### src/hdl/spc_pkg.sv
package spc_pkg;

   // default build limits
   localparam int DEF_MAX_WIDTH  = 1024;
   localparam int DEF_MAX_HEIGHT = 1024;
   localparam int DEF_MAX_NODES  = 65536;

   // field widths
   localparam int PIXEL_W      = 8;
   localparam int CSR_DATA_W   = 11;
   localparam int CSR_INDEX_W  = 2;
   localparam int DIM_CALC_W   = 14;
   localparam int POINT_TYPE_W = 3;
   localparam int NODE_IDX_W   = 16;
   localparam int MASK_W       = 8;
   localparam int WINDOW_W     = 9;
   localparam int LINE_PAIR_W  = 2;

   // result queue
   localparam int RSP_FIFO_DEPTH = 4;
   localparam int RSP_PTR_W      = $clog2(RSP_FIFO_DEPTH);
   localparam int RSP_CNT_W      = $clog2(RSP_FIFO_DEPTH + 1);

   // register indexes
   localparam logic [CSR_INDEX_W-1:0] REG_IMAGE_WIDTH  = CSR_INDEX_W'(0);
   localparam logic [CSR_INDEX_W-1:0] REG_IMAGE_HEIGHT = CSR_INDEX_W'(1);

   typedef enum logic [POINT_TYPE_W-1:0] {
      PT_NONE         = 3'd0,
      PT_ISOLATED     = 3'd1,
      PT_TERMINAL     = 3'd2,
      PT_INTERSECTION = 3'd3,
      PT_MIDDLE       = 3'd4
   } point_type_type;

   // position of the window centre relative to the image border
   typedef struct packed {
      logic centre_valid;
      logic left_ok;
      logic right_ok;
      logic top_ok;
      logic bot_ok;
      logic last;
   } flags_type;

   typedef struct packed {
      flags_type             flags;
      logic [WINDOW_W-1:0]   window;
   } centre_type;

   typedef struct packed {
      point_type_type          point_type;
      logic [NODE_IDX_W-1:0]   node_index;
      logic [MASK_W-1:0]       neighbor_mask;
      logic                    node_saturated;
      logic                    frame_last;
   } result_type;

endpackage

### src/hdl/spc_if.sv
interface spc_req_if;
   import spc_pkg::*;

   logic               valid;
   logic               ready;
   logic [PIXEL_W-1:0] pixel_value;

   modport source (output valid, output pixel_value, input ready);
   modport sink   (input valid, input pixel_value, output ready);
endinterface

interface spc_rsp_if;
   import spc_pkg::*;

   logic                    valid;
   logic                    ready;
   logic [POINT_TYPE_W-1:0] point_type;
   logic [NODE_IDX_W-1:0]   node_index;
   logic [MASK_W-1:0]       neighbor_mask;
   logic                    node_saturated;
   logic                    frame_last;

   modport source (output valid, output point_type, output node_index,
                   output neighbor_mask, output node_saturated, output frame_last,
                   input ready);
   modport sink   (input valid, input point_type, input node_index,
                   input neighbor_mask, input node_saturated, input frame_last,
                   output ready);
endinterface

### src/hdl/spc_ram.sv
module spc_ram #(
   parameter int WIDTH = spc_pkg::LINE_PAIR_W,
   parameter int DEPTH = spc_pkg::DEF_MAX_WIDTH
) (
   input  logic                     clock,
   input  logic                     wr_en,
   input  logic [$clog2(DEPTH)-1:0] wr_addr,
   input  logic [WIDTH-1:0]         wr_data,
   input  logic [$clog2(DEPTH)-1:0] rd_addr,
   output logic [WIDTH-1:0]         rd_data
);
   logic [WIDTH-1:0] mem_ff [DEPTH];
   logic [WIDTH-1:0] rd_data_ff;

   // single write port, registered read port
   always_ff @(posedge clock) begin
      if (wr_en) begin
         mem_ff[wr_addr] <= wr_data;
      end
      rd_data_ff <= mem_ff[rd_addr];
   end

   assign rd_data = rd_data_ff;
endmodule

### src/hdl/spc_front.sv
module spc_front #(
   parameter int MAX_WIDTH  = spc_pkg::DEF_MAX_WIDTH,
   parameter int MAX_HEIGHT = spc_pkg::DEF_MAX_HEIGHT
) (
   input  logic                             clock,
   input  logic                             reset,
   input  logic                             csr_write_en,
   input  logic [spc_pkg::CSR_INDEX_W-1:0]  csr_index,
   input  logic [spc_pkg::CSR_DATA_W-1:0]   csr_data,
   input  logic                             req_accept,
   input  logic [spc_pkg::PIXEL_W-1:0]      pixel_value,
   output logic                             s1_busy,
   output logic                             restart,
   output spc_pkg::centre_type              centre
);
   import spc_pkg::*;

   localparam int CW = $clog2(MAX_WIDTH);
   localparam int WW = $clog2(MAX_WIDTH + 1);
   localparam int HW = $clog2(MAX_HEIGHT + 1);
   localparam int RW = $clog2(MAX_HEIGHT + 2);

   logic [WW-1:0]          w_ff, w_in;
   logic [HW-1:0]          h_ff, h_in;
   logic [CW-1:0]          c_ff, c_in;
   logic [RW-1:0]          r_ff, r_in;
   logic [WINDOW_W-1:0]    window_ff, window_in;
   logic                   s1_valid_ff;
   logic [CW-1:0]          s1_addr_ff;
   logic                   s1_bit_ff;
   flags_type              s1_flags_ff, flags_in;
   logic                   fwd_ff, fwd_in;
   logic [LINE_PAIR_W-1:0] fwd_data_ff;
   centre_type             centre_ff, centre_in;

   logic [DIM_CALC_W-1:0]  dim_raw, w_clamp, h_clamp;
   logic [CW-1:0]          w_m1, x;
   logic [RW-1:0]          h_ext, h_p1, h_m1, y;
   logic                   c_zero, pos_valid, bit_in;
   logic [LINE_PAIR_W-1:0] ram_rdata, pair, wr_data;

   // clamp of a dimension write to 1..max
   always_comb begin
      dim_raw = DIM_CALC_W'(csr_data);
      w_clamp = dim_raw;
      h_clamp = dim_raw;
      if (dim_raw == '0) begin
         w_clamp = DIM_CALC_W'(1);
         h_clamp = DIM_CALC_W'(1);
      end
      if (dim_raw > DIM_CALC_W'(MAX_WIDTH)) begin
         w_clamp = DIM_CALC_W'(MAX_WIDTH);
      end
      if (dim_raw > DIM_CALC_W'(MAX_HEIGHT)) begin
         h_clamp = DIM_CALC_W'(MAX_HEIGHT);
      end
   end

   // width and height register writes restart the frame
   always_comb begin
      w_in    = w_ff;
      h_in    = h_ff;
      restart = 1'b0;
      if (csr_write_en) begin
         if (csr_index == REG_IMAGE_WIDTH) begin
            w_in    = WW'(w_clamp);
            restart = 1'b1;
         end else if (csr_index == REG_IMAGE_HEIGHT) begin
            h_in    = HW'(h_clamp);
            restart = 1'b1;
         end
      end
   end

   // window centre position for the request being taken
   always_comb begin
      h_ext     = RW'(h_ff);
      h_p1      = h_ext + RW'(1);
      h_m1      = h_ext - RW'(1);
      w_m1      = CW'(w_ff - WW'(1));
      c_zero    = (c_ff == '0);
      x         = c_zero ? w_m1 : c_ff - CW'(1);
      y         = c_zero ? r_ff - RW'(2) : r_ff - RW'(1);
      pos_valid = c_zero ? (r_ff >= RW'(2) && r_ff <= h_p1)
                         : (r_ff != '0 && r_ff <= h_ext);
      bit_in    = (r_ff < h_ext) && (pixel_value != '0);

      flags_in.centre_valid = pos_valid;
      flags_in.left_ok      = (x != '0);
      flags_in.right_ok     = (x != w_m1);
      flags_in.top_ok       = (y != '0);
      flags_in.bot_ok       = (y != h_m1);
      flags_in.last         = pos_valid && (x == w_m1) && (y == h_m1);
   end

   // raster position advance
   always_comb begin
      c_in = c_ff;
      r_in = r_ff;
      if (restart) begin
         c_in = '0;
         r_in = '0;
      end else if (req_accept) begin
         if (r_ff >= h_p1) begin
            c_in = '0;
            r_in = '0;
         end else if (c_ff == w_m1) begin
            c_in = '0;
            r_in = r_ff + RW'(1);
         end else begin
            c_in = c_ff + CW'(1);
         end
      end
   end

   // line store: each entry holds {row before previous, previous row}
   spc_ram #(
      .WIDTH (LINE_PAIR_W),
      .DEPTH (MAX_WIDTH)
   ) u_line_ram (
      .clock   (clock),
      .wr_en   (s1_valid_ff),
      .wr_addr (s1_addr_ff),
      .wr_data (wr_data),
      .rd_addr (c_ff),
      .rd_data (ram_rdata)
   );

   // forward the write that lands in the same cycle as the read
   always_comb begin
      pair    = fwd_ff ? fwd_data_ff : ram_rdata;
      wr_data = {pair[0], s1_bit_ff};
      fwd_in  = req_accept && s1_valid_ff && (s1_addr_ff == c_ff);
   end

   // shift the new column into the window
   always_comb begin
      window_in = window_ff;
      if (restart) begin
         window_in = '0;
      end else if (s1_valid_ff) begin
         window_in = {s1_bit_ff, pair[0], pair[1], window_ff[WINDOW_W-1:3]};
      end
      centre_in.flags              = s1_flags_ff;
      centre_in.flags.centre_valid = s1_valid_ff && s1_flags_ff.centre_valid;
      centre_in.window             = window_in;
   end

   always_ff @(posedge clock) begin
      if (reset) begin
         w_ff        <= WW'(MAX_WIDTH);
         h_ff        <= HW'(MAX_HEIGHT);
         c_ff        <= '0;
         r_ff        <= '0;
         window_ff   <= '0;
         s1_valid_ff <= 1'b0;
         fwd_ff      <= 1'b0;
         centre_ff   <= '0;
      end else begin
         w_ff        <= w_in;
         h_ff        <= h_in;
         c_ff        <= c_in;
         r_ff        <= r_in;
         window_ff   <= window_in;
         s1_valid_ff <= req_accept;
         fwd_ff      <= fwd_in;
         centre_ff   <= centre_in;
      end
   end

   // stage payload
   always_ff @(posedge clock) begin
      s1_addr_ff  <= c_ff;
      s1_bit_ff   <= bit_in;
      s1_flags_ff <= flags_in;
      fwd_data_ff <= wr_data;
   end

   assign s1_busy = s1_valid_ff;
   assign centre  = centre_ff;

`ifndef ASSERT_OFF
   a_col_in_row: assert property (@(posedge clock) disable iff (reset)
      WW'(c_ff) < w_ff)
      else $error("column position beyond image width");

   a_row_bound: assert property (@(posedge clock) disable iff (reset)
      r_ff <= RW'(h_ff) + RW'(1))
      else $error("row position beyond frame plus flush row");

   a_fwd_same_entry: assert property (@(posedge clock) disable iff (reset)
      fwd_ff |-> s1_valid_ff && s1_addr_ff == $past(s1_addr_ff))
      else $error("forwarded line data for a different entry");
`endif
endmodule

### src/hdl/spc_classify.sv
module spc_classify #(
   parameter int MAX_NODES = spc_pkg::DEF_MAX_NODES
) (
   input  logic                 clock,
   input  logic                 reset,
   input  logic                 restart,
   input  spc_pkg::centre_type  centre,
   output logic                 push,
   output spc_pkg::result_type  result
);
   import spc_pkg::*;

   localparam int NW = $clog2(MAX_NODES + 1);

   logic [NW-1:0]          node_count_ff, node_count_in;
   logic [NW-1:0]          nidx;
   logic [NW+NODE_IDX_W-1:0] nidx_wide;
   logic [WINDOW_W-1:0]    w;
   flags_type              f;
   logic [MASK_W-1:0]      nb_raw, clear, nb;
   logic [3:0]             cnt;
   point_type_type         ptype;
   logic                   sat;

   // neighbours inside the image, then corner removal
   always_comb begin
      w = centre.window;
      f = centre.flags;
      nb_raw[0] = f.top_ok & w[3];
      nb_raw[1] = f.top_ok & f.right_ok & w[6];
      nb_raw[2] = f.right_ok & w[7];
      nb_raw[3] = f.bot_ok & f.right_ok & w[8];
      nb_raw[4] = f.bot_ok & w[5];
      nb_raw[5] = f.bot_ok & f.left_ok & w[2];
      nb_raw[6] = f.left_ok & w[1];
      nb_raw[7] = f.top_ok & f.left_ok & w[0];

      clear    = '0;
      clear[1] = nb_raw[0] | nb_raw[2];
      clear[3] = nb_raw[2] | nb_raw[4];
      clear[5] = nb_raw[4] | nb_raw[6];
      clear[7] = nb_raw[6] | nb_raw[0];
      nb       = nb_raw & ~clear;

      cnt = 4'(nb[0]) + 4'(nb[1]) + 4'(nb[2]) + 4'(nb[3])
          + 4'(nb[4]) + 4'(nb[5]) + 4'(nb[6]) + 4'(nb[7]);
   end

   // class by neighbour count
   always_comb begin
      ptype = PT_NONE;
      if (w[4]) begin
         case (cnt)
            4'd0:    ptype = PT_ISOLATED;
            4'd1:    ptype = PT_TERMINAL;
            4'd2:    ptype = PT_MIDDLE;
            default: ptype = PT_INTERSECTION;
         endcase
      end
   end

   // node numbering with saturation, cleared after the last pixel and on restart
   always_comb begin
      nidx          = '0;
      sat           = 1'b0;
      node_count_in = node_count_ff;
      if (restart) begin
         node_count_in = '0;
      end else if (f.centre_valid) begin
         if (ptype == PT_TERMINAL || ptype == PT_INTERSECTION) begin
            if (node_count_ff >= NW'(MAX_NODES)) begin
               nidx = NW'(MAX_NODES - 1);
               sat  = 1'b1;
            end else begin
               nidx          = node_count_ff;
               node_count_in = node_count_ff + NW'(1);
            end
         end
         if (f.last) begin
            node_count_in = '0;
         end
      end
   end

   always_comb begin
      nidx_wide             = {{NODE_IDX_W{1'b0}}, nidx};
      push                  = f.centre_valid;
      result.point_type     = ptype;
      result.node_index     = nidx_wide[NODE_IDX_W-1:0];
      result.neighbor_mask  = w[4] ? nb : '0;
      result.node_saturated = sat;
      result.frame_last     = f.last;
   end

   always_ff @(posedge clock) begin
      if (reset) begin
         node_count_ff <= '0;
      end else begin
         node_count_ff <= node_count_in;
      end
   end

`ifndef ASSERT_OFF
   a_count_bound: assert property (@(posedge clock) disable iff (reset)
      node_count_ff <= NW'(MAX_NODES))
      else $error("node count beyond maximum");

   a_sat_only_full: assert property (@(posedge clock) disable iff (reset)
      push && result.node_saturated |-> node_count_ff == NW'(MAX_NODES))
      else $error("saturation flagged below maximum node count");

   a_index_only_nodes: assert property (@(posedge clock) disable iff (reset)
      push && !(result.point_type == PT_TERMINAL || result.point_type == PT_INTERSECTION)
      |-> result.node_index == '0 && !result.node_saturated)
      else $error("node index on a pixel that is not a node");
`endif
endmodule

### src/hdl/spc_rsp_fifo.sv
module spc_rsp_fifo (
   input  logic                            clock,
   input  logic                            reset,
   input  logic                            push,
   input  spc_pkg::result_type             push_data,
   input  logic                            pop,
   output logic                            not_empty,
   output spc_pkg::result_type             head,
   output logic [spc_pkg::RSP_CNT_W-1:0]   count
);
   import spc_pkg::*;

   result_type           mem_ff [RSP_FIFO_DEPTH];
   logic [RSP_PTR_W-1:0] wr_ptr_ff, wr_ptr_in;
   logic [RSP_PTR_W-1:0] rd_ptr_ff, rd_ptr_in;
   logic [RSP_CNT_W-1:0] count_ff, count_in;
   logic                 do_pop;

   // pointer and fill count update
   always_comb begin
      do_pop    = pop && (count_ff != '0);
      wr_ptr_in = push ? wr_ptr_ff + RSP_PTR_W'(1) : wr_ptr_ff;
      rd_ptr_in = do_pop ? rd_ptr_ff + RSP_PTR_W'(1) : rd_ptr_ff;
      count_in  = count_ff + RSP_CNT_W'(push) - RSP_CNT_W'(do_pop);
   end

   always_ff @(posedge clock) begin
      if (reset) begin
         wr_ptr_ff <= '0;
         rd_ptr_ff <= '0;
         count_ff  <= '0;
      end else begin
         wr_ptr_ff <= wr_ptr_in;
         rd_ptr_ff <= rd_ptr_in;
         count_ff  <= count_in;
      end
   end

   always_ff @(posedge clock) begin
      if (push) begin
         mem_ff[wr_ptr_ff] <= push_data;
      end
   end

   assign not_empty = (count_ff != '0);
   assign head      = mem_ff[rd_ptr_ff];
   assign count     = count_ff;
endmodule

### src/hdl/skeleton_pixel_classifier_top.sv
// Throughput: one request per clock, limited by the single read and single write of the
// line RAM that each request needs, while the result queue has credit for the request.
// A pixel's result goes through the stage-1, centre and result queue registers after the
// request that completes its 3x3 window, i.e. image_width+1 requests after the pixel itself.
// Synchronous reset clears position counters, window, node count and the result queue;
// the line RAM keeps its contents. A width or height register write restarts the frame.
module skeleton_pixel_classifier_top #(
   parameter int MAX_WIDTH  = spc_pkg::DEF_MAX_WIDTH,
   parameter int MAX_HEIGHT = spc_pkg::DEF_MAX_HEIGHT,
   parameter int MAX_NODES  = spc_pkg::DEF_MAX_NODES
) (
   input  logic                            clock,
   input  logic                            reset,
   spc_req_if.sink                         req_if,
   spc_rsp_if.source                       rsp_if,
   input  logic                            csr_write_en,
   input  logic [spc_pkg::CSR_INDEX_W-1:0] csr_index,
   input  logic [spc_pkg::CSR_DATA_W-1:0]  csr_data
);
   import spc_pkg::*;

   logic                 req_accept;
   logic                 s1_busy;
   logic                 restart;
   centre_type           centre;
   logic                 push;
   result_type           result;
   result_type           head;
   logic                 not_empty;
   logic [RSP_CNT_W-1:0] count;
   logic [RSP_CNT_W:0]   in_flight;

   // credit check: queue entries plus requests still in the pipe
   always_comb begin
      in_flight = (RSP_CNT_W + 1)'(count) + (RSP_CNT_W + 1)'(s1_busy)
                + (RSP_CNT_W + 1)'(centre.flags.centre_valid);
      req_if.ready = (in_flight < (RSP_CNT_W + 1)'(RSP_FIFO_DEPTH));
      req_accept   = req_if.valid && req_if.ready;
   end

   spc_front #(
      .MAX_WIDTH  (MAX_WIDTH),
      .MAX_HEIGHT (MAX_HEIGHT)
   ) u_front (
      .clock        (clock),
      .reset        (reset),
      .csr_write_en (csr_write_en),
      .csr_index    (csr_index),
      .csr_data     (csr_data),
      .req_accept   (req_accept),
      .pixel_value  (req_if.pixel_value),
      .s1_busy      (s1_busy),
      .restart      (restart),
      .centre       (centre)
   );

   spc_classify #(
      .MAX_NODES (MAX_NODES)
   ) u_classify (
      .clock   (clock),
      .reset   (reset),
      .restart (restart),
      .centre  (centre),
      .push    (push),
      .result  (result)
   );

   spc_rsp_fifo u_rsp_fifo (
      .clock     (clock),
      .reset     (reset),
      .push      (push),
      .push_data (result),
      .pop       (rsp_if.ready),
      .not_empty (not_empty),
      .head      (head),
      .count     (count)
   );

   // result channel
   always_comb begin
      rsp_if.valid          = not_empty;
      rsp_if.point_type     = head.point_type;
      rsp_if.node_index     = head.node_index;
      rsp_if.neighbor_mask  = head.neighbor_mask;
      rsp_if.node_saturated = head.node_saturated;
      rsp_if.frame_last     = head.frame_last;
   end
endmodule
### src/flat_wrapper.sv
// flat-port wrapper written by rule: the top's interface ports become plain ports
module skeleton_pixel_classifier_top_flat import spc_pkg::*;
#(
   parameter int MAX_WIDTH  = spc_pkg::DEF_MAX_WIDTH,
   parameter int MAX_HEIGHT = spc_pkg::DEF_MAX_HEIGHT,
   parameter int MAX_NODES  = spc_pkg::DEF_MAX_NODES
)
  (clock, reset, csr_write_en, csr_index, csr_data, req_if_valid, req_if_pixel_value, req_if_ready, rsp_if_valid, rsp_if_point_type, rsp_if_node_index, rsp_if_neighbor_mask, rsp_if_node_saturated, rsp_if_frame_last, rsp_if_ready);
  spc_req_if req_if_i ();
  spc_rsp_if rsp_if_i ();
  input  logic clock;
  input  logic reset;
  input  logic csr_write_en;
  input  logic [spc_pkg::CSR_INDEX_W-1:0] csr_index;
  input  logic [spc_pkg::CSR_DATA_W-1:0] csr_data;
  input wire logic [$bits(req_if_i.valid)-1:0] req_if_valid;
  input wire logic [$bits(req_if_i.pixel_value)-1:0] req_if_pixel_value;
  output wire logic [$bits(req_if_i.ready)-1:0] req_if_ready;
  output wire logic [$bits(rsp_if_i.valid)-1:0] rsp_if_valid;
  output wire logic [$bits(rsp_if_i.point_type)-1:0] rsp_if_point_type;
  output wire logic [$bits(rsp_if_i.node_index)-1:0] rsp_if_node_index;
  output wire logic [$bits(rsp_if_i.neighbor_mask)-1:0] rsp_if_neighbor_mask;
  output wire logic [$bits(rsp_if_i.node_saturated)-1:0] rsp_if_node_saturated;
  output wire logic [$bits(rsp_if_i.frame_last)-1:0] rsp_if_frame_last;
  input wire logic [$bits(rsp_if_i.ready)-1:0] rsp_if_ready;
  assign req_if_i.valid = req_if_valid;
  assign req_if_i.pixel_value = req_if_pixel_value;
  assign req_if_ready = req_if_i.ready;
  assign rsp_if_valid = rsp_if_i.valid;
  assign rsp_if_point_type = rsp_if_i.point_type;
  assign rsp_if_node_index = rsp_if_i.node_index;
  assign rsp_if_neighbor_mask = rsp_if_i.neighbor_mask;
  assign rsp_if_node_saturated = rsp_if_i.node_saturated;
  assign rsp_if_frame_last = rsp_if_i.frame_last;
  assign rsp_if_i.ready = rsp_if_ready;
  skeleton_pixel_classifier_top #(.MAX_WIDTH(MAX_WIDTH), .MAX_HEIGHT(MAX_HEIGHT), .MAX_NODES(MAX_NODES)) u_core (.clock(clock), .reset(reset), .req_if(req_if_i), .rsp_if(rsp_if_i), .csr_write_en(csr_write_en), .csr_index(csr_index), .csr_data(csr_data));
endmodule
### config.mk
export PLATFORM = sky130hd
export DESIGN_NAME = skeleton_pixel_classifier_top_flat
export DESIGN_NICKNAME = d
export VERILOG_FILES = /design/src/hdl/spc_pkg.sv /design/src/hdl/spc_if.sv /design/src/hdl/spc_ram.sv /design/src/hdl/spc_front.sv /design/src/hdl/spc_classify.sv /design/src/hdl/spc_rsp_fifo.sv /design/src/hdl/skeleton_pixel_classifier_top.sv /design/src/flat_wrapper.sv
export SDC_FILE = /design/constraint.sdc
export NUM_CORES = 2
export LEC_CHECK = 0
export BUFFER_PORTS_ARGS = -buffer_cell sky130_fd_sc_hd__buf_2
export CAP_MARGIN = 15
export CORE_ASPECT_RATIO = 0.7
export CORE_MARGIN = 8
export CORE_UTILIZATION = 36
export DETAILED_ROUTE_END_ITERATION = 16
export MAX_ROUTING_LAYER = met4
export PLACE_DENSITY_LB_ADDON = 0.2
export SLEW_MARGIN = 40
export SYNTH_ARGS = -nofsm -noshare
export SYNTH_HDL_FRONTEND = slang
export SYNTH_HIERARCHICAL = 1
export SYNTH_SLANG_ARGS = --single-unit
### constraint.sdc
create_clock -name clock -period 29.9 [get_ports clock]
set_clock_uncertainty 0.2 [all_clocks]
set_input_delay 1.495 -clock clock [delete_from_list [all_inputs] [get_ports clock]]
set_output_delay 1.495 -clock clock [all_outputs]
set_load 0.01 [all_outputs]
Word-level counts from Yosys, hierarchy flattened
Memories as Yosys holds them, arrays and structs flattened. A register that Yosys moved wholly into a read port is not among the register bits. Cells that the tools add are included.

Flip-flop bits (word level): 102. Bits in latches: 0. RAM bits: 2164. Memory bits (read-only): 0. Input bits: 26. Output and inout bits: 31. Memories kept: 2.

Memories: u_core.u_front.u_line_ram.mem_ff (words 1024, width 2, rd ports 1, clocked after memory_dff 1, write ports 1, RTL line spc_ram.sv:12) `logic [WIDTH-1:0] mem_ff [DEPTH];`; u_core.u_rsp_fifo.mem_ff (words 4, width 29, rd ports 1, clocked after memory_dff 1, write ports 1, RTL line spc_rsp_fifo.sv:13) `result_type mem_ff [RSP_FIFO_DEPTH];`.

Add/subtract/negate cells: 22. Multiply operators: 0. Divide/modulo/power cells: 0. Order comparisons: 8. Equal/unequal tests: 12. Shift operators: 0. Mux-type cells: 34. Bitwise logic cells: 19. Reductions and logical operators: 27.

Operator list (count): $mux W16 (4); $mux W11 (5); $mux W17 (3); $eq A10 B10 Y1 (3); $mux W10 (3); $add A11 B1 Y11 const B (2); $le A11 B11 Y1 (2); $reduce_bool A11 Y1 (2); $sub A11 B1 Y11 const B (2); $add A4 B1 Y4 (5); $sub A10 B1 Y10 const B (2); $add A17 B1 Y17 const B (1); $ge A17 B17 Y1 const B (1); $and A1 B1 Y1 (12); $mux W1 (12); $eq A11 B11 Y1 (1); $ge A11 B11 Y1 (1); $ge A11 B2 Y1 const B (1); $gt A11 B11 Y1 const B (1); $logic_not A11 Y1 (1); $lt A11 B11 Y1 (1); $ne A11 B11 Y1 (1); $sub A11 B2 Y11 const B (1); $add A10 B1 Y10 const B (1); 34 further kinds (54).

Longest topological paths before layout
Word-level depth: 19. Gate-level depth with buffers: 15. Gate-level depth less buffers: 14.

Cells and area by module
Netlist, hierarchy kept.

Modules (own cells, without submodules): spc_ram (instances 1, cells an instance 4793, area an instance 83757.8 um2, seq. area each 61539.0 um2); spc_front (instances 1, cells an instance 634, area an instance 5190.0 um2, seq. area each 1561.5 um2); spc_rsp_fifo (instances 1, cells an instance 195, area an instance 4655.7 um2, seq. area each 3663.5 um2); spc_classify (instances 1, cells an instance 175, area an instance 1367.6 um2, seq. area each 340.3 um2); skeleton_pixel_classifier_top (instances 1, cells an instance 5, area an instance 43.8 um2, seq. area each 0.0 um2).

Worst setup path after synthesis
Ideal clock, no wire load.

Path kind: flip-flop to flip-flop. Start: register u_core.u_front.s1_bit_ff. End: memory u_core/u_front/u_line_ram/mem_ff[0][0] in the netlist's numbering (data pin). Library setup time: 2.818 ns. Arrival: 12.758 ns. Slack: 14.124 ns. Stages on the path, launching flop included: 1. Path buffers: 0. Clock period less this slack: 15.776 ns. Path through: dfxtp_1.

RTL lines: start: declaration (RTL line spc_front.sv:30) `logic s1_bit_ff;`; start signal: assignment (RTL line spc_front.sv:174) `s1_bit_ff <= bit_in;`; end: declaration (RTL line spc_ram.sv:12).

Straight into the memory's write port.

==> impl_results.md <==
* Initial Util at 36.3%
* Routability-driven placement congestion ratio at 0.837
* DRC errors left at 0
* Hpwl dp at 162000 microns
* Critical Path Source Type: flip-flop
* Number of storage elements in the synthesis netlist at 2270
* Routed wire length at 282000 microns
* Global routing usage on met2 at 28.0%
* Achievable clock frequency at 157 MHz
* Xor-xnor portion of the synthesized cell area at 0.861%
* Internal power at 0.00526 W
* Power spent charging and discharging nets at 0.00154 W
* Longest Clk Path Bufs at 4
* Via Count at 54195
* Die Y-Extent at 446 microns
* Post-DRT Antenna Nets at 0
* Ratio of routed vias to standard cells at 5.72
* Register area share after synthesis at 70.6%
* Setup bufs post-CTS at 0
* Multiplexer fraction of the synthesized cell area at 13.8%
* Layout Cells excl Fill at 9469
* Most area-hungry cell type in the Yosys netlist: sky130_fd_sc_hd__edfxtp_1
* Fraction of final layout cells with drive strength greater than 1 at 18.7%
* Top library cells by usage in the layout, fill and taps aside: sky130_fd_sc_hd__edfxtp_1, sky130_fd_sc_hd__nor2_1, sky130_fd_sc_hd__mux4_2
* Endpoint of the most critical register-to-register path: u_core/u_front/u_line_ram/rd_data[1]
* Total setup violations reported at the end of the flow at 0
* Setup slack on the worst flop-to-flop path at 23.51 ns
* Worst reg2reg startpoint: u_core/u_front/c_ff[1]
* Worst setup slack after layout at 23.51 ns
* Max-cap violation count at 0
* Slew HR at 37.5%
* Core Util, Final at 40.6%
* Count of cell types in the netlist at 91
* Post-Syn Area per Cell at 16.4 sq um
* Storage cell area at 67100 sq um
* Core area at 262000 sq um
* Instance count of the mapped netlist at 5802
* Final worst hold slack at 0.235 ns
* GRT Total Usage at 20.1%
* Hold path endpoint: u_core/u_front/centre[14]
* Setup TNS Final at 0 ns
* Power density relative to cell area at 64.0 nW/um^2
* Total congestion overflow at 0
* Adder and majority cell fraction of the synthesized area at 0.685%
* Hold path startpoint: u_core/u_front/s1_flags_ff[5]
* Async SR Flop Fraction at 0%
* Clock slew seen by the registers of the worst setup and hold paths at 0.07 ns
* Relative contribution of the clock network to total power at 39.6%
* Synth area leaders: sky130_fd_sc_hd__edfxtp_1, sky130_fd_sc_hd__mux4_2, sky130_fd_sc_hd__nor2_1, sky130_fd_sc_hd__mux2i_1, sky130_fd_sc_hd__dfxtp_1
* Pre-antenna DRT Iters at 5
* Number of clock buffers inserted by TritonCTS at 219
* Maximum vdd ir drop at 0.0467 mV
* Worst setup EP type: flip-flop
* Wire length of the first global-routing pass at 400000 microns
* Path class of the lowest-slack min-delay path: flip-flop to flip-flop
* Detail-routed net length per standard cell at 29.8 microns
* Clock tree from TritonCTS: yes
* Synthesized-area fraction occupied by and/or/nand/nor cells at 7.58%
* Synthesized area at 95000 sq um
* Switching share of power at 22.7%
* Maximum level of the CTS H-tree at 4
* Placed cell count at 9076
* Cell chosen for the clock root: sky130_fd_sc_hd__clkbuf_16
* Share of Yosys cell area claimed by the top area cell type at 68.4%
* GRT busiest layer: met1
* Number of clock sinks at 2270
* Die span in x at 630 microns
* Global routing usage on met1 at 30.4%
* Antenna violations before repair at 28
* Pins Over Slew Limit at 0
* Crit Path Class: flip-flop to flip-flop
* Multi-input gate area in the final layout at 25900 sq um
* Number of synthesized flops with an enable pin at 2164
* Fill cell total of the finished layout at 23772
* Part of the total power dissipated in sequential elements at 52.2%
* Post-cts sizing count at 0
* Number of buffers added to fix hold violations after cts at 0
* Final Critical Period at 6.39 ns
* Number of top-level design ports at 57
* Final clock period utilization by the worst path at 21.4%
* Maximum fanout encountered on the critical timing path at 125
* Count of endpoints failing hold in the final timing report at 0
* Warnings, synthesis at 6
* Pre-CTS setup slack at 23.53 ns
* Fin nets at 5875
* Dominant combinational cell family by area after synthesis: multiplexers
* Signed area change from the synthesized netlist to the final layout at 11.9%
* Critical Path AT at 6.90 ns
* Outcome: completed
* Endpoint required time on the critical path at 30.41 ns
* Number of DRC markers after the initial detailed-route iteration at 7376
* Most common library cell in the layout ignoring fill and taps: sky130_fd_sc_hd__edfxtp_1
* Met3 layer usage reported by global route at 4.48%
* Leakage Power at 31.8 nW
* Transition time at the pin with the least slew margin at 0.938 ns
* Cell row count at 157
* Vias in the first global route at 52828
* Net count of the mapped netlist at 5877
* Worst-Skew Late Latency at 0.87 ns
* Post-synthesis compound-gate area fraction at 3.76%
* WHS Path Cells at 2
* Combinational share of power at 8.2%
* Count of input and output buffers at 56
* Setup repair after global routing missed its margin: no
* Length in cells of the worst reg-to-reg path at 12
* Die area at 281000 sq um
* Pin count of the biggest net entering global routing at 140
* Post-synth top flop: sky130_fd_sc_hd__edfxtp_1
[area by class of cell]
cell class / count / share of cell area (%)
timing repair buffer: 229 / 1.84
tap: 3498 / 4.12
multi-input combinational: 3026 / 24.4
clock buffer: 274 / 5.39
clock inverter: 114 / 0.914
sequential: 2270 / 63.1
antenna: 4 / 0.00941
inverter: 54 / 0.195
[per-stage QoR]
| stage | cell area, sq um | total power (W) |
|---|---|---|
| 3_3_place_gp | 99000 | 0.00417 |
| 2_1_floorplan | 95000 | 0.00409 |
| 5_1_grt | 106000 | 0.00701 |
| 6_report | 106000 | 0.00680 |
| 3_5_place_dp | 99600 | 0.00418 |
| 4_1_cts | 106000 | 0.00686 |
[worst max-delay path by stage]
stage	from	endpoint	slack, ns
floorplan	u_core/u_front/s1_bit_ff	u_core/u_front/u_line_ram/mem_ff[0][0]	14.12
global placement	u_core/u_front/c_ff[1]	u_core/u_front/u_line_ram/rd_data[1]	23.15
detailed placement	u_core/u_front/c_ff[1]	u_core/u_front/u_line_ram/rd_data[1]	23.53
CTS	u_core/u_front/c_ff[1]	u_core/u_front/u_line_ram/rd_data[1]	23.52
global route	u_core/u_front/c_ff[1]	u_core/u_front/u_line_ram/rd_data[1]	23.39
finish	u_core/u_front/c_ff[1]	u_core/u_front/u_line_ram/rd_data[1]	23.51
[metal layers]
layer  vias up  wire length [microns]  part of all wire [%]
met2      2555                 119000                    42
met3       325                  29200                    10
met5         -                      0                     0
li1      22602                      -                     -
met4         0                   4860                   1.7
met1     28713                 129000                    46
[registers in the layout (all words and copies together), names as in the netlist, named ones only]
register                           cells
u_core/u_front/u_line_ram/mem_ff    2048
u_core/u_rsp_fifo/mem_ff             116
u_core/u_classify/node_count_ff       17
u_core/u_front/centre                 15
u_core/u_front/h_ext                  11
u_core/u_front/r_ff                   11
u_core/u_front/c_ff                   10
u_core/u_front/s1_addr_ff             10
u_core/u_front/w_ff                   10
u_core/u_front/centre_in               5
u_core/u_rsp_fifo/count                3
u_core/u_front/fwd_data_ff             2
u_core/u_front/u_line_ram/rd_data      2
u_core/u_rsp_fifo/rd_ptr_ff            2
u_core/u_rsp_fifo/wr_ptr_ff            2
u_core/u_front/fwd_ff                  1
u_core/u_front/s1_bit_ff               1
u_core/u_front/s1_busy                 1
u_core/u_front/s1_flags_ff             1
[cells in the mapped netlist (44+ instances only)]
master / n
sky130_fd_sc_hd__o22ai_1: 45
sky130_fd_sc_hd__inv_1: 51
sky130_fd_sc_hd__mux4_2: 477
sky130_fd_sc_hd__buf_1: 56
sky130_fd_sc_hd__nand2_1: 178
sky130_fd_sc_hd__nor3_1: 64
sky130_fd_sc_hd__o21ai_0: 62
sky130_fd_sc_hd__dfxtp_1: 106
sky130_fd_sc_hd__edfxtp_1: 2164
sky130_fd_sc_hd__nor2_1: 1121
sky130_fd_sc_hd__o221ai_1: 82
sky130_fd_sc_hd__ha_1: 44
sky130_fd_sc_hd__xnor2_1: 57
sky130_fd_sc_hd__a22oi_1: 46
sky130_fd_sc_hd__a21oi_1: 125
sky130_fd_sc_hd__clkbuf_1: 276
sky130_fd_sc_hd__mux2i_1: 217
sky130_fd_sc_hd__nand3_1: 69
[critical path, cell delays in order, from the launching register on]
cell and delay [ns]:
sky130_fd_sc_hd__dfxtp_4 0.76, sky130_fd_sc_hd__buf_4 0.67, sky130_fd_sc_hd__buf_12 0.55, sky130_fd_sc_hd__buf_4 0.72, sky130_fd_sc_hd__buf_4 0.60, sky130_fd_sc_hd__mux4_2 0.38
sky130_fd_sc_hd__mux2_2 0.27, sky130_fd_sc_hd__a22oi_1 0.33, sky130_fd_sc_hd__nand3_1 0.14, sky130_fd_sc_hd__o31ai_2 0.76, sky130_fd_sc_hd__a21oi_1 0.18, sky130_fd_sc_hd__o31ai_1 0.35
sky130_fd_sc_hd__nand4_1 0.15
[logic make-up (layout without fill, tap and decap cells)]
logic type	after synthesis	after routing
other	0	4
buffers and inverters	506	671
XOR/XNOR	84	84
adder cells (fa/ha/maj)	49	49
flip-flops	2270	2270
AND/OR/NAND/NOR	1669	1669
multiplexers	711	711
AO/OA/AOI/OAI	513	513
[power by group through the flow]
stage	Clock, W	Combinational, W	Sequential [W]
after floorplan	0	0.000420	0.00367
after global placement	0	0.000544	0.00362
after detailed placement	0	0.000563	0.00362
after CTS	0.00275	0.000564	0.00355
after global routing	0.00287	0.000600	0.00355
final	0.00270	0.000559	0.00355
Power figures use the tool's default switching activity.
